<file path="src/rtl/core/sce_ram.sv">
// Generic single-write, single-read synchronous RAM with registered read data.
// Depends on nothing; a read that collides with a write returns the old word.
module sce_ram #(
    parameter int unsigned WIDTH = 32,
    parameter int unsigned DEPTH = 16
) (
    input  logic                     aclk,
    input  logic                     wr_en,
    input  logic [$clog2(DEPTH)-1:0] wr_addr,
    input  logic [WIDTH-1:0]         wr_data,
    input  logic [$clog2(DEPTH)-1:0] rd_addr,
    output logic [WIDTH-1:0]         rd_data
);

    logic [WIDTH-1:0] mem [DEPTH];

    always_ff @(posedge aclk) begin
        if (wr_en) begin
            mem[wr_addr] <= wr_data;
        end
        rd_data <= mem[rd_addr];
    end

endmodule

</file>
<file path="config.mk">
export PLATFORM = sky130hd
export DESIGN_NAME = sce_ram
export DESIGN_NICKNAME = d
export VERILOG_FILES = /design/src/rtl/core/sce_ram.sv
export SDC_FILE = /design/constraint.sdc
export NUM_CORES = 1
export LEC_CHECK = 0
export BUFFER_PORTS_ARGS = -buffer_cell sky130_fd_sc_hd__buf_2
export CORE_UTILIZATION = 51
export DETAILED_ROUTE_END_ITERATION = 12
export PLACE_DENSITY = 0.68
export SLEW_MARGIN = 10
export SYNTH_ARGS = -nofsm -noshare
export SYNTH_HDL_FRONTEND = slang
export SYNTH_SLANG_ARGS = --single-unit
export TNS_END_PERCENT = 1
</file>
<file path="constraint.sdc">
create_clock -name aclk -period 10.1 [get_ports aclk]
set_input_delay 1.515 -clock aclk [delete_from_list [all_inputs] [get_ports aclk]]
set_output_delay 1.515 -clock aclk [all_outputs]
set_load 0.1 [all_outputs]
</file>
Yosys cells after proc, flatten, opt, wreduce, memory -nomap -nowiden --
Memories as Yosys holds them, arrays and structs flattened. A register that Yosys moved wholly into a read port is not among the register bits. Index checks and enable logic that the tools add are counted.
Cells by class: add/subtract/negate cells 0, $mul 0, div/mod/pow operators 0, magnitude comparators 0, eq/ne operators 0, shift operators 0, multiplexer cells 2, bitwise gates (word level) 0, reduce and logical (&&, ||, !) cells 0
Operators with widths (number):
- $mux W1 | 2
Word-level totals: flip-flop bits (word level) 0, bits in latches 0, bits in writable memories 512, bits in read-only memories 0, input port bits 42, output and inout port bits 32, word-level logic and storage cells 3, memories kept 1
Memory list:
- mem | words 16, bits a word 32, rd ports 1, clocked after memory_dff 1, wr ports 1, line 15 | logic [WIDTH-1:0] mem [DEPTH];

Longest topological paths before layout --
Gate-level depths: netlist of run 1.
depth after elaboration 2, gate-level depth with buffers 5, gate-level depth less buffers 3

Least setup slack after synthesis of run 1 --
No wires, ideal clock.
path kind input to register, start point input wr_addr[2], end point memory mem[0][0] (enable), setup time 0.461 ns, arrival time 4.233 ns, data required time 9.639 ns, path slack 5.405 ns, cell stages on the path 2, path buffers 0, path through or3b_2 > nor3_1
RTL lines:
- from (decl) | line 9 | input logic [$clog2(DEPTH)-1:0] wr_addr,
- to (decl) | line 15
Straight into the memory's write port.

==> impl_results.md, run 1 <==
* CTS resizes at 0
* CP Data Required Time at 10.56 ns
* Main area contributors after synthesis: edfxtp_1 77%, mux4_2 15%, dfxtp_1 3.2%
* Worst Path Arrival at approximately 4.2 ns
* First-pass GRT wire length at between 50000 and 60000 um
* Seq/Total Area, Yosys at 80.7%
* Status: finished clean
* WS Path Type: input pin to flip-flop
* Final setup viols at 0
* Peak supply drop at about 0.00016 V
* Gate Count Post-Synth at 838
* Netlist cell types at 18
* Min-delay src: mem[12][1]
* Syn Area/Cell at 23.7 sq um
* Setup TNS at 0 ns
* Die height at 199 um
* CTS clk-pin slew, worst paths at roughly 0.06 ns
* Crit-path max FO at 80
* Worst setup SP type: input pin
* Critical R2R Launch: mem[3][3]
* Routed WL at 39700 um
* Placer congestion estimate at about 0.7
* Worst-case hold slack at 0.664 ns
* Setup crit end kind: flip-flop
* GRT overflow at 0
* Clk root buf: clkbuf_16
* PD cells at 212 nW/um^2
* Top cell type's share of synthesized area at 77.4%
* Worst slack, placed at between 5 and 6 ns
* Avg WL per Cell at 26.3 um
* Cells on worst reg2reg path at 3
* First-pass DRT Iterations at 5
* Min cycle time layout at 3.72 ns
* Worst-Margin Slew at 1.13 ns
* Initial antenna violation count at 6
* Initial Util at 52.2%
* Vias in the first global route at 9135
* Postcts setup bufs at 0
* Clock buffer depth at 3
* Mapped Area at 19900 sq um
* Number of synthesized register bits at 544
* Post-CTS Hold Buffers at 0
* IO Count at 74
* Min-delay worst type: flip-flop to flip-flop
* Die Wd at 199 um
* Detail Route Antenna Nets at 0
* Layout cell share with drive strength beyond 1 at 33.1%
* Clock sinks at between 500 and 600
* GR Util All Layers at 20.7%
* Area of the die at 39700 sq um
* Area delta synth->final at 14.3%
* Final Hold Vio Count at 0
* Via count at between 9000 and 10000
* Period utilization at 36.9%
* CTS Buf Count at 54
* Largest net degree at the start of global routing at between 80 and 90
* Rel. slew slack at between 20% and 30%
* Synth Warn # at 0
* Final Worst Setup Slack at around 6.4 ns
* Synth area leader: edfxtp_1
* Detailed placement HPWL at 20300 um
* Fin. max-slew vios at 0
* IO buf count at 73
* Drt initial violations at 802
* Cell Rows at 71
* TritonCTS clock tree: yes
* Final nets at 989
* Worst skew pair latency at between 0.5 and 0.6 ns
* Number of remaining DRC errors at 0
* Leak at 7.31 nW
* DR vias/cell at roughly 6
* Fmax at 269 MHz
* Hold path depth at 3
* Reg-to-Reg End: rd_data[3]
* R2r setup slk at 8.78 ns
* H-tree depth at 2
* Clock Skew at 0.0179 ns
* Syn_nets at slightly below 900
* Hold Path End: rd_data[1]
* Area of the core at 38000 sq um
* MaxCap Viol Count at 0
* RSZ-0062 raised after global routing: false
## how the worst max path moves through the flow
| stage | startpoint | endpoint | cells past startpoint |
|---|---|---|---|
| 6_report | rd_addr[0] | rd_data[27] | 5 |
| 4_1_cts | rd_addr[0] | rd_data[21] | 5 |
| 3_3_place_gp | rd_addr[0] | rd_data[21] | 5 |
| 5_1_grt | rd_addr[0] | rd_data[27] | 5 |
| 3_5_place_dp | rd_addr[0] | rd_data[19] | 5 |
| 2_1_floorplan | wr_addr[2] | mem[0][0] | 2 |
## cells in the final DEF, fill, tap and decap left out
cell type   instances
clkbuf_8            3
clkinv_2           16
nand2b_1            2
edfxtp_1          512
nand3_1             1
buf_2              71
buf_4              24
dfxtp_1            32
nand3b_1            2
nor3_2              4
clkinv_1           10
or3b_2              1
diode_2             6
a22oi_1            64
clkbuf_16          54
clkbuf_1            8
nor2b_4             2
and2_2              1
nand2_1            33
clkinv_8            1
clkinvlp_4          2
mux4_2            128
bufinv_16           5
nor2_4             13
inv_6               3
## flip-flops by register name, summed over array words and instances, names as in the netlist
register,flops
mem,512
rd_data,32
## final cells by class
cell class                      instances  area, sq um
Sequential cell                       544        16000
Multi-Input combinational cell        251         3750
Clock buffer                           64         1410
Antenna cell                            6         15.0
Timing Repair Buffer                   96          549
Fill cell                            2753        15300
Clock inverter                         37          325
Tap cell                              511          639
## power breakdown
group / switching [W] / total [W] / internal, W / leakage (nW)
Sequential: 0.0000154 / 0.00254 / 0.00252 / 4.89
Combinational: 0.000229 / 0.000318 / 0.0000885 / 1.55
Clock: 0.000822 / 0.00195 / 0.00112 / 0.859
## logic make-up (layout without fill, tap and decap cells)
group                  count (synthesis)  in the layout  synth area share (%)
flip-flops                           544            544                  80.7
multiplexers                         128            128                  14.5
AO/OA/AOI/OAI                         64             64                  2.42
AND/OR/NAND/NOR                       59             59                  1.27
buffers and inverters                 43            197                  1.12
other                                  0              6                     0
## synth_stat cells, drive strengths merged
library cell  count
a22oi            64
nor2b             2
nand2b            2
nand3             1
mux4            128
edfxtp          512
clkbuf           17
and2              1
or3b              1
dfxtp            32
nand3b            2
nand2            33
nor2             13
nor3              4
buf              26
## worst max-delay path: stages
cell,delay (ns)
clkbuf_8,0.74
buf_4,0.89
mux4_2,0.60
a22oi_1,0.20
nand2_1,0.07
## metal layers
layer  part of all wire, %  global-route usage, %
met3                   7.5                   4.07
met5                  0.10                      0
met1                    44                   31.2
met2                    47                   31.5
met4                   1.8                   4.93
## metrics by stage
stage                     utilization, %  std cells  area, sq um  power, W
after global routing                59.7       1503        22700   0.00494
final                               59.7       1509        22700   0.00480
after floorplan                        -        838        19900   0.00281
after detailed placement            55.1       1402        21000   0.00291
after CTS                           59.7       1503        22700   0.00484
after global placement              55.1       1402        21000   0.00290
Power figures use the tool's default switching activity.
==> inputs of run 2 (changes only) <==
Settings changed: ABC_AREA set to 1, PLACE_DENSITY 0.68 to 0.67.
Clock period 10.1 ns to 3.45 ns, I/O delays scaled along.
==> run 2 against run 1 <==
Against the previous run:
- combinational power rose to 3.7 times the previous value
- design area grew 11%
- clock power grew to 2.9 times the previous value
- sequential cell count stayed put
- global-route usage rose by 3.9 points
- power rose to 3.0 times the previous value
- clock skew is 0.012 ns higher
- register-to-register slack worse by 6.5 ns
- critical path depth is 4 lower
- die area grew 14%
- largest power group unchanged
- highest routed layer unchanged
==> impl_results.md, run 2 <==
* Clk root buf: clkbuf_16
* Clock buffer depth at 3
* Setup TNS at 0 ns
* Clock power frac at 39.6%
* Most numerous cell in the Yosys netlist: nand2_1
* PD cells at approximately 560 nW/um^2
* Worst-Margin Slew at approximately 1.2 ns
* Number of synthesized register bits at roughly 540
* Post-synthesis adder-cell area fraction at 0%
* Area of the die at ~45000 sq um
* MaxCap Viol Count at 0
* Critical path's largest stage delay at 0.50 ns
* Min cycle time layout at 2.12 ns
* Gate Count Post-Synth at 2120
* Critical path's top delay family: flip-flops
* Mapped Area at 22700 sq um
* Min-delay worst type: input pin to flip-flop
* Primary FF master, synth: edfxtp_1
* WP buf/inv at 1
* CTS Buf Count at 54
* Part of the power in registers at 52.2%
* Top cell type's share of synthesized area at 67.6%
* Core Util, Final at about three fifths
* Post-CTS Hold Buffers at 0
* DR vias/cell at 5.23
* Setup crit end kind: primary output
* GRT overflow at 0
* Clock sinks at 544
* WS Path Type: flip-flop to primary output
* TritonCTS clock tree: yes
* Worst skew pair latency at 0.60 ns
* Fin. max-slew vios at 0
* H-tree depth at 2
* Cells on worst reg2reg path at 6
* Crit-path max FO at 1
* Final Hold Vio Count at 0
* Initial antenna violation count at 4
* CTS resizes at 0
* Post-synth top cells: 677 x nand2_1, 512 x edfxtp_1, 388 x inv_1
* Rel. slew slack at around 22%
* Compound-cell area share of the yosys netlist at 0%
* Avg WL per Cell at 19.2 um
* Main area contributors after synthesis: edfxtp_1 68%, nand2_1 11%, nand3_1 8.5%
* Largest net degree at the start of global routing at 180
* Area delta synth->final at 11.2%
* Biggest regs: mem: 512 flops, rd_data: 32 flops
* CP max stage cell: dfxtp_1
* Simple-gate area share of the yosys netlist at 20.0%
* First-pass GRT wire length at 82600 um
* Drt initial violations at around 1700
* Async SR Flop Fraction at 0%
* Switch share at between 20% and 30%
* Number of flops mapped to enable cells by yosys at between 500 and 600
* Area of the core at 43600 sq um
* Synth area leader: edfxtp_1
* Critical path cell sequence: buf_2
* IO Count at 74
* Netlist cell types at 15
* Vias in the first global route at 13980
* Worst Setup SP: rd_data[10]
* Reg with most FFs: mem
* Peak supply drop at 0.000355 V
* Status: finished clean
* CP Depth at 1
* Placer congestion estimate at 0.819
* Cell Rows at 76
* Min-delay src: wr_data[29]
* Leak at between 10 and 15 nW
* Via count at 14660
* Psw at 0.00343 W
* Layout cell share with drive strength beyond 1 at 9.10%
* Internal Power at 0.0109 W
* Largest family of logic cells by synthesized area: simple AND/OR/NAND/NOR gates
* Clock Skew at ~0.029 ns
* Fmax at between 400 and 500 MHz
* Synth Area in XOR/XNOR at 0%
* Die height at 213 um
* Detail Route Antenna Nets at 0
* Worst setup SP type: flip-flop
* GR Util All Layers at 24.6%
* Postcts setup bufs at 0
* RSZ-0062 raised after global routing: false
* Largest register FFs at a little over 500
* Hold path depth at 1
* Detailed placement HPWL at just over 30000 um
* Final nets at 2217
* Final setup viols at 0
* First-pass DRT Iterations at 5
* Worst Path Arrival at 1.60 ns
* Routed WL at 53800 um
* Post-synthesis mux area share at 0%
* Initial Util at between 50% and 60%
* Most common cell after layout, fill and taps aside: nand2_1
* Commonest non-fill, non-tap cells in the layout: 677 x nand2_1, 512 x edfxtp_1, 386 x inv_1, 385 x nand3_1, 71 x buf_2
* CP Data Required Time at 2.93 ns
* CTS clk-pin slew, worst paths at 0.06 ns
* Critical R2R Launch: mem[9][5]
* IO buf count at 73
* Number of remaining DRC errors at 0
* Die Wd at about 210 um
* Syn_nets at ~2200
* Synth Warn # at 0
* Syn Area/Cell at 10.7 sq um
* Seq/Total Area, Yosys at 70.5%
* Period utilization at 61.5%
* Logic pwr share at a little over 8%
## run 2: cell count changes in the layout (fill, tap and decap cells not counted), sizes merged, moves of 5 or more
| cell | previous run | this run |
|---|---|---|
| nand2 | 33 | 677 |
| inv | 3 | 391 |
| nand3 | 1 | 385 |
| mux4 | 128 | 0 |
| a22oi | 64 | 0 |
| clkbuf | 65 | 79 |
| clkinv | 27 | 18 |
| buf | 95 | 103 |
| diode | 6 | 1 |
## run 2: stage by stage
stage | instance area, sq um | hold slack, ns | worst slack (ns) | cells | total power [W]
2_1_floorplan | 22700 | 0.607 | 0.940 | 2120 | 0.00838
3_3_place_gp | 23600 | 0.640 | 0.965 | 2704 | 0.00875
3_5_place_dp | 23600 | 0.644 | 0.997 | 2704 | 0.00876
4_1_cts | 25300 | 0.294 | 1.32 | 2804 | 0.0144
5_1_grt | 25300 | 0.314 | 1.29 | 2804 | 0.0147
6_report | 25300 | 0.327 | 1.33 | 2805 | 0.0143
## run 2: power by group through the flow
stage / clock network, W / logic (W) / registers (W)
6_report: 0.00565 / 0.00118 / 0.00745
5_1_grt: 0.00598 / 0.00127 / 0.00746
4_1_cts: 0.00573 / 0.00118 / 0.00745
3_5_place_dp: 0 / 0.00118 / 0.00759
3_3_place_gp: 0 / 0.00116 / 0.00759
2_1_floorplan: 0 / 0.000504 / 0.00788
## run 2: cell families (layout without fill, tap and decap cells)
group         Yosys count  in the layout
flops                 544            544
other cells             0              1
buf+inv               495            594
simple gates         1081           1081
## run 2: layer usage
metal  up-vias  part of all wire [%]  global-route usage [%]
met5         -                 0.019                       0
li1       6949                     -                       -
met4         2                   2.1                    6.72
met3        96                   9.9                    6.22
met1      7039                    45                    36.6
met2       574                    43                    35.9
## run 2: final timing paths
path / to / slack (ns)
max: rd_data[10] / 1.33
min: mem[13][29] / 0.33
max reg2reg: rd_data[5] / 2.28
min reg2reg: rd_data[7] / 0.65
## run 2: final cells by class
type / count / area [sq um]
flip-flops and latches: 544 / 16000
fillers: 3628 / 18300
diodes: 1 / 2.50
repair buffers: 104 / 697
clock inverters: 22 / 166
well taps: 585 / 732
inverters: 390 / 1470
clock buffers: 78 / 1530
multi-input cells: 1081 / 4670
==> inputs of run 3 (changes only) <==
Clock period 3.45 ns to 2.09 ns, I/O delays scaled along.
==> run 3 against run 2 <==
Against the previous run:
- non-clock buffer count increased by 15
- register-to-register slack worse by 1.2 ns
- clock power grew 67%
- wire length down 7.4%
- sequential power up 65%
- design area up 1.8%
- critical path depth is the same
- combinational power rose by 64%
- worst setup slack worse by 0.95 ns
- sequential cell count unchanged
- core utilization up 1.0 points
- power rose by 65%
- critical path type unchanged
==> impl_results.md, run 3 (same netlist as run 2, synthesis figures left out) <==
* Clock sinks at between 500 and 600
* Initial antenna violation count at 0
* Worst Path Arrival at around 1.4 ns
* Reg-to-Reg End: rd_data[29]
* # placed instances at roughly 2700
* Final setup viols at 0
* Min-delay src: wr_data[20]
* Avg WL per Cell at 17.7 um
* CP max stage cell: buf_2
* Worst-Margin Slew at approximately 0.74 ns
* Area delta synth->final at 13.2%
* Period utilization at between 80 and 90%
* Postcts setup bufs at 0
* H-tree depth at 2
* Reg with most FFs: mem
* IO Count at 74
* R2r setup slk at 1.07 ns
* Biggest regs: mem: 512 flops, rd_data: 32 flops
* Most common cell after layout, fill and taps aside: nand2_1
* Die Wd at approximately 210 um
* Fin. max-slew vios at 0
* Hold Path End: mem[2][20]
* WP buf/inv at 1
* GR Util All Layers at roughly 23%
* Placer congestion estimate at 0.764
* Clock buffer depth at 3
* Peak supply drop at 0.000578 V
* Cells on worst reg2reg path at 6
* MaxCap Viol Count at 0
* RSZ-0062 raised after global routing: false
* Detailed placement HPWL at 26200 um
* Initial Util at 52.2%
* Min cycle time layout at 1.71 ns
* Final nets at between 2000 and 2500
* Crit-path max FO at 1
* IO buf count at 73
* Area of the die at 45400 sq um
* Critical path's top delay family: buffers and inverters
* Clk root buf: clkbuf_16
* First-pass GRT wire length at 77800 um
* Fillers at 3512
* First-pass DRT Iterations at 5
* Rel. slew slack at 50.9%
* Critical path's largest stage delay at about 0.44 ns
* Leak at 11.0 nW
* Total chip power at between 0.02 and 0.025 W
* PD cells at 918 nW/um^2
* Cell Rows at 76
* Critical path cell sequence: buf_2
* Drt initial violations at 1173
* Fmax at between 500 and 600 MHz
* Post-CTS Hold Buffers at 0
* Clock Skew at between 0.007 and 0.008 ns
* Hold path depth at 1
* CTS resizes at 0
* Die height at 213 um
* CTS clk-pin slew, worst paths at 0.06 ns
* Largest register FFs at 512
* Routed WL at 49800 um
* Vias in the first global route at 14160
* Non-filler cells, final at 2821
* CTS Buf Count at 55
* CP Data Required Time at 1.78 ns
* Min-delay worst type: input pin to flip-flop
* Final Hold Vio Count at 0
* Critical R2R Launch: mem[15][29]
* WS Path Type: flip-flop to primary output
* TritonCTS clock tree: yes
* Worst skew pair latency at 0.58 ns
* Layout cell share with drive strength beyond 1 at 9.66%
* Area of the core at approximately 44000 sq um
* Commonest non-fill, non-tap cells in the layout: 677 x nand2_1, 512 x edfxtp_1, 386 x inv_1, 385 x nand3_1, 71 x buf_2
* Via count at 14374
* Status: finished clean
* Number of remaining DRC errors at 0
* GRT overflow at 0
* Detail Route Antenna Nets at 0
* DR vias/cell at 5.10
* Setup crit end kind: primary output
* Largest net degree at the start of global routing at 129
* Worst setup SP type: flip-flop
* Antenna cells at 0
[run 3: cell types whose count changed in the layout (fill, tap and decap cells not counted), moves of 2 or more]
cell and change:
clkbuf_8 +2, clkbuf_16 +2, buf_12 +23, clkinv_1 +2, clkinv_4 -2, buf_4 -8
[run 3: per-stage QoR]
stage | setup TNS [ns] | setup WS (ns) | util, % | hold WS [ns] | area [sq um]
6_report | 0 | 0.378 | 59.1 | 0.0958 | 25700
5_1_grt | 0 | 0.319 | 59.1 | 0.0809 | 25700
4_1_cts | 0 | 0.320 | 59.1 | 0.0660 | 25700
3_5_place_dp | 0 | 0.386 | 55.1 | 0.641 | 24000
3_3_place_gp | 0 | 0.409 | 55.1 | 0.622 | 24000
2_1_floorplan | -99.23 | -0.216 | - | 0.412 | 22700
[run 3: worst max path at each step]
stage / startpoint / to / slack, ns / depth (start not counted)
detailed placement: wr_addr[3] / mem[5][11] / 0.39 / 4
finish: rd_data[1] / rd_data[1] / 0.38 / 1
floorplan: wr_addr[2] / mem[10][0] / -0.22 / 2
global placement: rd_addr[0] / rd_data[5] / 0.41 / 8
CTS: rd_data[1] / rd_data[1] / 0.32 / 1
global route: rd_data[1] / rd_data[1] / 0.32 / 1
[run 3: layer usage]
metal | vias up | track usage (%) | routed length (um)
met5 | - | 0 | 0
met1 | 6843 | 30.6 | 22100
met2 | 429 | 37.4 | 23700
li1 | 6991 | - | -
met4 | 0 | 8.34 | 1420
met3 | 111 | 3.63 | 2670
[run 3: where the power goes]
part / internal (W) / total (W) / switching (W)
logic: 0.000441 / 0.00193 / 0.00149
registers: 0.0122 / 0.0123 / 0.0000714
clock network: 0.00554 / 0.00943 / 0.00390
[run 3: cell type report]
class / count / area (sq um) / share of cell area, %
repair buffers: 119 / 1100 / 4.26
inverters: 390 / 1470 / 5.72
clock buffers: 83 / 1610 / 6.27
clock inverters: 19 / 135 / 0.525
well taps: 585 / 732 / 2.84
multi-input cells: 1081 / 4670 / 18.1
flip-flops and latches: 544 / 16000 / 62.2
